**config.mk**
```make
export PLATFORM = sky130hd
export DESIGN_NAME = positional_list_insert_remove
export DESIGN_NICKNAME = d
export VERILOG_FILES = /design/src/rtl/pli_pkg.sv /design/src/rtl/pli_cell.sv /design/src/rtl/positional_list_insert_remove.sv
export VERILOG_INCLUDE_DIRS = /design/src /design/src/rtl
export SDC_FILE = /design/constraint.sdc
export NUM_CORES = 2
export LEC_CHECK = 0
export ABC_AREA = 1
export BUFFER_PORTS_ARGS = -buffer_cell sky130_fd_sc_hd__buf_2
export CAP_MARGIN = 20
export CORE_MARGIN = 3
export CORE_UTILIZATION = 35
export DETAILED_ROUTE_END_ITERATION = 12
export PLACE_DENSITY = 0.53
export SYNTH_ARGS = -nofsm -noshare
export SYNTH_HDL_FRONTEND = slang
export SYNTH_SLANG_ARGS = --single-unit
```
**constraint.sdc**
```tcl
create_clock -name clock -period 9.1 [get_ports clock]
set_input_delay 0 -clock clock [delete_from_list [all_inputs] [get_ports clock]]
set_output_delay 0 -clock clock [all_outputs]
set_load 0.01 [all_outputs]
```
**src/rtl/positional_list_insert_remove_assert.svh**
```systemverilog
// Assertion macros for the positional list block.
`ifndef POSITIONAL_LIST_INSERT_REMOVE_ASSERT_SVH
`define POSITIONAL_LIST_INSERT_REMOVE_ASSERT_SVH

`ifndef NO_ASSERTIONS

`define PLI_ASSERT_IMPLIES(label, clk, rst, lhs, rhs) \
   label: assert property (@(posedge clk) disable iff (rst) (lhs) |-> (rhs)) \
      else $error("positional list check failed");

`define PLI_ASSERT_NEXT(label, clk, rst, lhs, rhs) \
   label: assert property (@(posedge clk) disable iff (rst) (lhs) |=> (rhs)) \
      else $error("positional list check failed");

`else

`define PLI_ASSERT_IMPLIES(label, clk, rst, lhs, rhs)

`define PLI_ASSERT_NEXT(label, clk, rst, lhs, rhs)

`endif

`endif

```
**src/rtl/pli_pkg.sv**
```systemverilog
package pli_pkg;

   localparam int CAPACITY = 32;
   localparam int CNT_W    = $clog2(CAPACITY + 1);
   localparam int POS_W    = 8;
   localparam int VALUE_W  = 32;

   localparam logic ACT_INSERT = 1'b0;
   localparam logic ACT_REMOVE = 1'b1;

   typedef struct packed {
      logic                      action;
      logic [POS_W-1:0]          position;
      logic signed [VALUE_W-1:0] value;
   } req_item_type;

   typedef struct packed {
      logic signed [VALUE_W-1:0] entry_value;
      logic                      list_empty;
      logic                      last_entry;
      logic                      insert_dropped;
   } rsp_item_type;

   typedef enum logic [1:0] {
      CELL_HOLD,
      CELL_INSERT,
      CELL_REMOVE,
      CELL_ROTATE
   } cell_mode_type;

   typedef struct packed {
      cell_mode_type             mode;
      logic [CNT_W-1:0]          pos;
      logic [CNT_W-1:0]          wrap_idx;
      logic signed [VALUE_W-1:0] value;
   } cell_ctl_type;

endpackage

```
**src/rtl/pli_cell.sv**
```systemverilog
module pli_cell
   import pli_pkg::*;
(
   input  logic                      clock,
   input  logic [CNT_W-1:0]          cell_index,
   input  cell_ctl_type              ctl,
   input  logic signed [VALUE_W-1:0] prev_value,
   input  logic signed [VALUE_W-1:0] next_value,
   input  logic signed [VALUE_W-1:0] head_value,
   output logic signed [VALUE_W-1:0] entry_value
);

   logic signed [VALUE_W-1:0] entry_ff;
   logic signed [VALUE_W-1:0] entry_in;

   always_comb begin
      entry_in = entry_ff;
      unique case (ctl.mode)
         CELL_HOLD: begin
            entry_in = entry_ff;
         end
         CELL_INSERT: begin
            if (cell_index == ctl.pos) begin
               entry_in = ctl.value;
            end else if (cell_index > ctl.pos) begin
               entry_in = prev_value;
            end
         end
         CELL_REMOVE: begin
            if (cell_index >= ctl.pos) begin
               entry_in = next_value;
            end
         end
         CELL_ROTATE: begin
            if (cell_index == ctl.wrap_idx) begin
               entry_in = head_value;
            end else begin
               entry_in = next_value;
            end
         end
         default: begin
            entry_in = entry_ff;
         end
      endcase
   end

   always_ff @(posedge clock) begin
      entry_ff <= entry_in;
   end

   assign entry_value = entry_ff;

endmodule

```
**src/rtl/positional_list_insert_remove.sv**
```systemverilog
// Order: the list is updated at the edge that accepts an item; its first result is
// registered from the dump state once the output register is free.
// Flow: a new item is taken only when the whole list has been dumped, the cell chain
// rotating one entry to the head per cycle while the output is not stalled.
// Reset: synchronous, active high; clears the entry count, state and output valid.
// Entry cells are not cleared.
`include "positional_list_insert_remove_assert.svh"

module positional_list_insert_remove
   import pli_pkg::*;
(
   input  logic         clock,
   input  logic         reset,
   input  logic         req_valid,
   output logic         req_stall,
   input  req_item_type req_item,
   output logic         rsp_valid,
   input  logic         rsp_stall,
   output rsp_item_type rsp_item
);

   typedef enum logic {
      ST_IDLE,
      ST_DUMP
   } state_type;

   state_type        state_ff, state_in;
   logic [CNT_W-1:0] count_ff, count_in;
   logic [CNT_W-1:0] dump_idx_ff, dump_idx_in;
   logic             dropped_ff, dropped_in;
   logic             rsp_valid_ff, rsp_valid_in;
   rsp_item_type     rsp_item_ff, rsp_item_in;

   cell_ctl_type              cell_ctl;
   logic signed [VALUE_W-1:0] cell_value [CAPACITY];
   logic signed [VALUE_W-1:0] prev_value [CAPACITY];
   logic signed [VALUE_W-1:0] next_value [CAPACITY];

   logic             req_accept;
   logic             out_free;
   logic [POS_W-1:0] count_wide;
   logic [CNT_W-1:0] count_m1;
   logic [CNT_W-1:0] count_p1;
   logic             is_last;
   logic             insert_fits;
   logic             out_empty;

   assign req_stall  = (state_ff != ST_IDLE);
   assign req_accept = req_valid && !req_stall;
   assign out_free   = !rsp_valid_ff || !rsp_stall;
   assign count_wide = POS_W'(count_ff);
   assign count_m1   = count_ff - CNT_W'(1);
   assign count_p1   = count_ff + CNT_W'(1);
   assign is_last    = (count_ff == '0) || (dump_idx_ff == count_m1);

   assign insert_fits = req_accept && (req_item.action == ACT_INSERT) &&
                        (count_ff < CNT_W'(CAPACITY));
   assign out_empty   = rsp_valid_ff && rsp_item_ff.list_empty;

   always_comb begin
      state_in     = state_ff;
      count_in     = count_ff;
      dump_idx_in  = dump_idx_ff;
      dropped_in   = dropped_ff;
      rsp_valid_in = rsp_valid_ff && rsp_stall;
      rsp_item_in  = rsp_item_ff;

      cell_ctl.mode     = CELL_HOLD;
      cell_ctl.pos      = '0;
      cell_ctl.wrap_idx = count_m1;
      cell_ctl.value    = req_item.value;

      unique case (state_ff)
         ST_IDLE: begin
            if (req_accept) begin
               state_in    = ST_DUMP;
               dump_idx_in = '0;
               dropped_in  = 1'b0;
               if (req_item.action == ACT_INSERT) begin
                  if (count_ff >= CNT_W'(CAPACITY)) begin
                     dropped_in = 1'b1;
                  end else begin
                     cell_ctl.mode = CELL_INSERT;
                     cell_ctl.pos  = (req_item.position > count_wide) ?
                                     count_ff : CNT_W'(req_item.position);
                     count_in      = count_p1;
                  end
               end else if (req_item.position < count_wide) begin
                  cell_ctl.mode = CELL_REMOVE;
                  cell_ctl.pos  = CNT_W'(req_item.position);
                  count_in      = count_m1;
               end
            end
         end
         ST_DUMP: begin
            if (out_free) begin
               rsp_valid_in                = 1'b1;
               rsp_item_in.entry_value     = (count_ff == '0) ? '0 : cell_value[0];
               rsp_item_in.list_empty      = (count_ff == '0);
               rsp_item_in.last_entry      = is_last;
               rsp_item_in.insert_dropped  = dropped_ff;
               if (count_ff != '0) begin
                  cell_ctl.mode = CELL_ROTATE;
               end
               if (is_last) begin
                  state_in = ST_IDLE;
               end else begin
                  dump_idx_in = dump_idx_ff + CNT_W'(1);
               end
            end
         end
         default: begin
            state_in = ST_IDLE;
         end
      endcase
   end

   always_ff @(posedge clock) begin
      if (reset) begin
         state_ff     <= ST_IDLE;
         count_ff     <= '0;
         rsp_valid_ff <= 1'b0;
      end else begin
         state_ff     <= state_in;
         count_ff     <= count_in;
         rsp_valid_ff <= rsp_valid_in;
      end
      dump_idx_ff <= dump_idx_in;
      dropped_ff  <= dropped_in;
      rsp_item_ff <= rsp_item_in;
   end

   for (genvar i = 0; i < CAPACITY; i++) begin : g_cell
      if (i == 0) begin : g_first
         assign prev_value[i] = cell_value[i];
      end else begin : g_prev
         assign prev_value[i] = cell_value[i-1];
      end
      if (i == CAPACITY - 1) begin : g_final
         assign next_value[i] = cell_value[i];
      end else begin : g_next
         assign next_value[i] = cell_value[i+1];
      end

      pli_cell u_cell (
         .clock       (clock),
         .cell_index  (CNT_W'(i)),
         .ctl         (cell_ctl),
         .prev_value  (prev_value[i]),
         .next_value  (next_value[i]),
         .head_value  (cell_value[0]),
         .entry_value (cell_value[i])
      );
   end

   assign rsp_valid = rsp_valid_ff;
   assign rsp_item  = rsp_item_ff;

   `PLI_ASSERT_IMPLIES(a_count_bound, clock, reset, 1'b1, count_ff <= CNT_W'(CAPACITY))
   `PLI_ASSERT_IMPLIES(a_dump_blocks_req, clock, reset, state_ff == ST_DUMP, req_stall)
   `PLI_ASSERT_NEXT(a_insert_grows, clock, reset, insert_fits, count_ff == $past(count_p1))
   `PLI_ASSERT_IMPLIES(a_empty_is_last, clock, reset, out_empty, rsp_item_ff.last_entry)

endmodule

```
; ---- After elaboration in Yosys (flattened, before gate mapping)
; Cells that the tools add are included.
; Widths: inputs -> output; s select.
[op_classes]
n_addsub = 3
magnitude_cmp = 65
n_eq_ne = 136
muxes = 181
bitwise_logic = 3
reduce_logical = 49
[op_table]
columns = operator, count
row1 = $mux 32, 126
row2 = $pmux 32 s3, 31
row3 = $eq 5x6->1 const A, 32
row4 = $eq 4x6->1 const A, 16
row5 = $gt 5x6->1 const A, 16
row6 = $reduce_and 3->1, 32
row7 = $ne 3x1->1 const B, 31
row8 = $ge 5x6->1 const A, 15
row9 = $ne 2x1->1 const B, 35
row10 = $pmux 32 s2, 1
row11 = $eq 3x6->1 const A, 8
row12 = $ge 4x6->1 const A, 8
row13 = $gt 4x6->1 const A, 8
row14 = $mux 6, 8
row15 = $eq 2x6->1 const A, 4
row16 = $ge 3x6->1 const A, 4
row17 = $gt 3x6->1 const A, 4
row18 = $mux 8, 3
row19 = $logic_not 6->1, 3
row20 = $add 6x1->6 const B, 2
row21 = $eq 1x6->1 const A, 2
row22 = $ge 1x6->1 const A, 2
row23 = $ge 2x6->1 const A, 2
row24 = $gt 2x6->1 const A, 2
row25 = 24 further kinds, 42
[word_totals]
reg_bits = 1074
in_bits = 45
out_inout_bits = 37
word_cells = 478

; ---- Depth between registers and ports, before layout
[logic_depth]
ltp_word = 10
mapped_depth = 22
mapped_depth_nobuf = 19

; ---- Cells and area by module
; A second synthesis with hierarchy kept.
[hier_totals]
cells_unflattened = 14486
hier_area_um2 = 96870.4
[modules_own_cells]
columns = mod, instances, cells_each, area_each_um2, seq_area_each_um2
row1 = pli_cell (g_cell[1].u_cell ...), 21, 511, 3285.7, 960.9
row2 = pli_cell (g_cell[0].u_cell ...), 11, 312, 2284.7, 960.9
row3 = positional_list_insert_remove, 1, 323, 2740.1, 1421.4

; ---- Worst setup path before layout
; Ideal clock, no wire load.
[synth_path]
kind = reg-to-reg
from = register state_ff, in the netlist req_stall
to = register g_cell[14].u_cell.entry_ff[0] (enable)
setup_time_ns = 0.441
t_arrival_ns = 6.456
required_ns = 8.659
path_slack_ns = 2.203
stages_incl_launch_ff = 9
n_path_buf = 0
synth_period_minus_slack_ns = 6.897
cell_sequence = dfxtp_1 -> inv_1 -> a21oi_1 -> a21oi_1 -> nand2_1 -> clkinv_1 -> nor2_1 -> inv_1 -> a31oi_1
[synth_via]
elab_chain_cells = 7
elab_cells_between_ends = 16
cone_classes = order compare: 2 / eq/ne: 5 / mux: 3 / bitwise: 2 / reduce/logical: 4
[synth_rtl]
columns = item, line_no
row1 = from (decl), positional_list_insert_remove.sv:27  ; state_type state_ff, state_in;
row2 = from (signal assigned), positional_list_insert_remove.sv:124  ; state_ff <= state_in;
row3 = $logic_not 1->1, positional_list_insert_remove.sv:49  ; assign req_accept = req_valid && !req_stall;
row4 = $logic_and 1x1->1, positional_list_insert_remove.sv:49
row5 = $mux 8, positional_list_insert_remove.sv:75  ; if (req_accept) begin
row6 = $mux 6 or $pmux 2 s2 (tied branches), positional_list_insert_remove.sv:73  ; unique case (state_ff)
row7 = "$gt 4x6->1, or another cell as far along", pli_cell.sv:25  ; end else if (cell_index > ctl.pos) begin
row8 = "$ne 3x1->1 (no source line), or another cell as far along", --
row9 = $reduce_and 3->1 (no source line) *, --
row10 = to (signal assigned), pli_cell.sv:48  ; entry_ff <= entry_in;
row11 = to (decl), pli_cell.sv:13  ; logic signed [VALUE_W-1:0] entry_ff;
; Every way passes the cells marked *; elsewhere a longest branch is shown, timed or not.
; A chain may end at the register's enable or synchronous reset.

; ---- Worst setup path in the final report
[layout_path]
from = register count_ff[4]
to = register g_cell[24].u_cell.entry_ff[4] (enable)
[layout_via]
elab_chain_cells = 9
elab_cells_between_ends = 23
cone_classes = order compare: 5 / eq/ne: 5 / mux: 9 / bitwise: 1 / reduce/logical: 3
[layout_rtl]
columns = item, line_no
row1 = from (decl), positional_list_insert_remove.sv:28  ; logic [CNT_W-1:0] count_ff, count_in;
row2 = from (signal assigned), positional_list_insert_remove.sv:125  ; count_ff <= count_in;
row3 = $gt 8x6->1, positional_list_insert_remove.sv:84  ; cell_ctl.pos = (req_item.position > count_wide) ?
row4 = $mux 6, positional_list_insert_remove.sv:84
row5 = $mux 7, positional_list_insert_remove.sv:80  ; if (count_ff >= CNT_W'(CAPACITY)) begin
row6 = $mux 8, positional_list_insert_remove.sv:79  ; if (req_item.action == ACT_INSERT) begin
row7 = $mux 8, positional_list_insert_remove.sv:75
row8 = $mux 6, positional_list_insert_remove.sv:73
row9 = "$gt 5x6->1, or another cell as far along", pli_cell.sv:25
row10 = $ne 3x1->1 (no source line) or $ne 2x1->1 (tied branches), --
row11 = $reduce_and 3->1 (no source line) *, --
row12 = to (signal assigned), pli_cell.sv:48
row13 = to (decl), pli_cell.sv:13
; Marked as above.

==> impl_metrics.toml <==
[floorplanning]
ioPinCount = 82
dieWidth_um = 443
die_area_um2 = 196000
initial_core_util_pct = 35.4
die_h_um = 443
core-area_um2 = 189000
rows = 159

[timing]
fin_crit_ps = 5610
period_share_pct = 61.7
grt_setup_unrepaired = "no"
maxSlewViolCount = 0
timing.fmax_ghz = 0.178
whs_ps = 75.1
relSlewSlack_pct = 17.0
setup_viol = 0
tns_ps = 0
skew_ps = 30.3
final-hold-violation-count = 0
max_slew.worst_pin.slew_ps = 1250

[cts]
htree_levels = 4
clockRootBuffer = "clkbuf_16"
cts_tree = "built"
cts.sinks = 1074
clk_transition_reported_paths_ps = 60
numCtsBuffers = 132
cts-hold-fix-buffers = 12
clock_latency_ps = 800
cts.repair.resized = 0
cts_buffer_depth = 3
cts_setup_buffers = 0

[detailed_routing]
first_iter_violations = 9338
wl_per_cell_um = 28.2
met2_length_um = 135000
drc_errors = 0
top_layer = "met4"
final_antenna_net_count = 0
vias = 64900
wl_met1_um = 112000
viasPerCell = 6.08
drt-total-wl_um = 301000
met3_length_um = 32900
drt_first_pass_iters = 7

[final_layout]
layout-drive-gt1-share_pct = 8.29
syn_to_final_growth_pct = 10.8
nets = 8127
fin_util_pct = 39.3
fillers = 19400

[synthesis]
ys_ff_latch = 1074
netlist.area_leader.share_pct = 47.9
ys_warn_count = 0
seq_area_frac_synth_pct = 48.1
syn_nets = 8504
syn-cell-area_um2 = 66900
ys_top_cells_by_area = "edfxtp_1, nand3_1, nand2_1"
ys_types = 38
avgSynthCellArea_um2 = 7.92
synth_top_cell_by_area = "edfxtp_1"
synthCells = 8446

[outcome]
outcome = "finished, final reports clean"

[power_and_ir_drop]
p_per_area_nw_per_um2 = 223
leakage_nw = 33.2
peakVddDrop_v = 0.000163

[setup_path]
path_class = "reg -> reg"
crit_path_end_kind = "flop"
cp.required_ps = 9520
crit_fanout = 69
critPathLaunchType = "flop"
arrival_ps = 6030
r2r_slack_ps = 3490

[hold_path]
hold_class = "in -> reg"

[job]
max_cap_violations = 0

[grt]
overflow = 0
grt_max_degree = 168
grt_pass1_wl_um = 437000
grt_pass1_vias = 63300
grt_util_all_layers_pct = 29.7
antenna_found_initial = 16

[placement]
numPortBuffers = 81
gpl.final_weighted_congestion = 0.929
place_hpwl_um = 175000
-- per-stage QoR --
stage | instances | total power [mW] | setup slack, ps | area (um2)
after floorplan | 8446 | 9.55 | 2200 | 66900
after global placement | 10400 | 11.1 | 3380 | 69400
after detailed placement | 10400 | 11.2 | 3320 | 69500
after CTS | 10700 | 16.4 | 3310 | 73800
after global routing | 10700 | 17.2 | 3130 | 74100
final | 10700 | 16.6 | 3490 | 74100
-- layout make-up --
type | instances | area [um2] | share of cell area (%)
antenna | 7 | 17.5 | 0.0236
clock buffer | 165 | 3550 | 4.80
clock inverter | 68 | 587 | 0.792
inverter | 1134 | 4270 | 5.76
multi-input combinational | 5420 | 27900 | 37.6
sequential | 1074 | 32200 | 43.4
tap | 2495 | 3120 | 4.21
timing repair buffer | 307 | 2500 | 3.37
-- registers in the layout (all words and copies together), names as in the netlist --
name and flops:
req_stall 1, rsp_item 35, rsp_valid 1, dropped_ff 1
count_ff 6, dump_idx_ff 6, g_cell.u_cell.entry_value 1024
-- synthesized netlist by cell type (all sizes together) --
master and number:
nand2 2184, nand3 1977, inv 1131, edfxtp 1066
a22oi 960, clkbuf 558, buf 260, nor2 114
o21ai 78, nand4 37, a21oi 27, ha 13
dfxtp 8, nor3 8, xnor2 4, xor2 4
clkinv 3, or2 3, a211oi 2, a31oi 2
nor3b 2, a311oi 1, and3 1, nand3b 1
nor4 1, o221ai 1
-- kinds of logic (layout without fill, tap and decap cells) --
logic type,count (synthesis),in the layout,synth area share (%)
simple gates,4328,4328,28.4
compound gates,1071,1071,11.6
fa+ha+maj,13,13,0.243
xor+xnor,8,8,0.105
buf+inv,1952,1674,11.6
flops,1074,1074,48.1
other cells,0,7,0
-- report_power, final --
| group | leakage (nW) | internal, mW | switching, mW | total, mW |
|---|---|---|---|---|
| logic | 21.0 | 1.06 | 2.88 | 3.94 |
| registers | 10.2 | 6.74 | 0.587 | 7.33 |
| clock network | 2.02 | 3.00 | 2.29 | 5.29 |
-- worst max-delay path: stages (launching register included) --
cell and delay, ps:
dfxtp_1 390, clkinv_1 230, ha_1 350, nand2_1 60, nor2_2 130, nand4_1 280
nand2_1 420, a21oi_1 110, nand2_1 640, nand2_1 340, inv_8 410, buf_4 820
nand3_1 150, buf_4 300, nand2_1 110, buf_4 380
-- worst paths after layout --
| check | startpoint | endpoint | depth (start not counted) |
|---|---|---|---|
| max reg2reg | count_ff[4] | g_cell[24].u_cell.entry_value[4] | 15 |
| max | count_ff[4] | g_cell[24].u_cell.entry_value[4] | 15 |
| min reg2reg | dropped_ff | rsp_item[0] | 0 |
| min | req_item[16] | g_cell[0].u_cell.entry_value[16] | 4 |
-- cell usage in the layout, fill, tap and decap left out, drive strengths merged, types with 7 or more instances in the layout --
master and n:
nand2 2184, nand3 1977, inv 1138, edfxtp 1066, a22oi 960, buf 294, clkbuf 165, nor2 114
o21ai 78, clkinv 53, nand4 37, a21oi 27, ha 13, dlygate4sd3 13, bufinv 8, dfxtp 8
nor3 8, diode 7
-- metal layers --
layer  up-vias  track usage [%]
met5         -                0
met4         0             18.7
met3       962             7.47
met2      4203             46.4
met1     31700             36.6
li1      28000                -
Note: power is estimated with default switching activity, not from simulation.
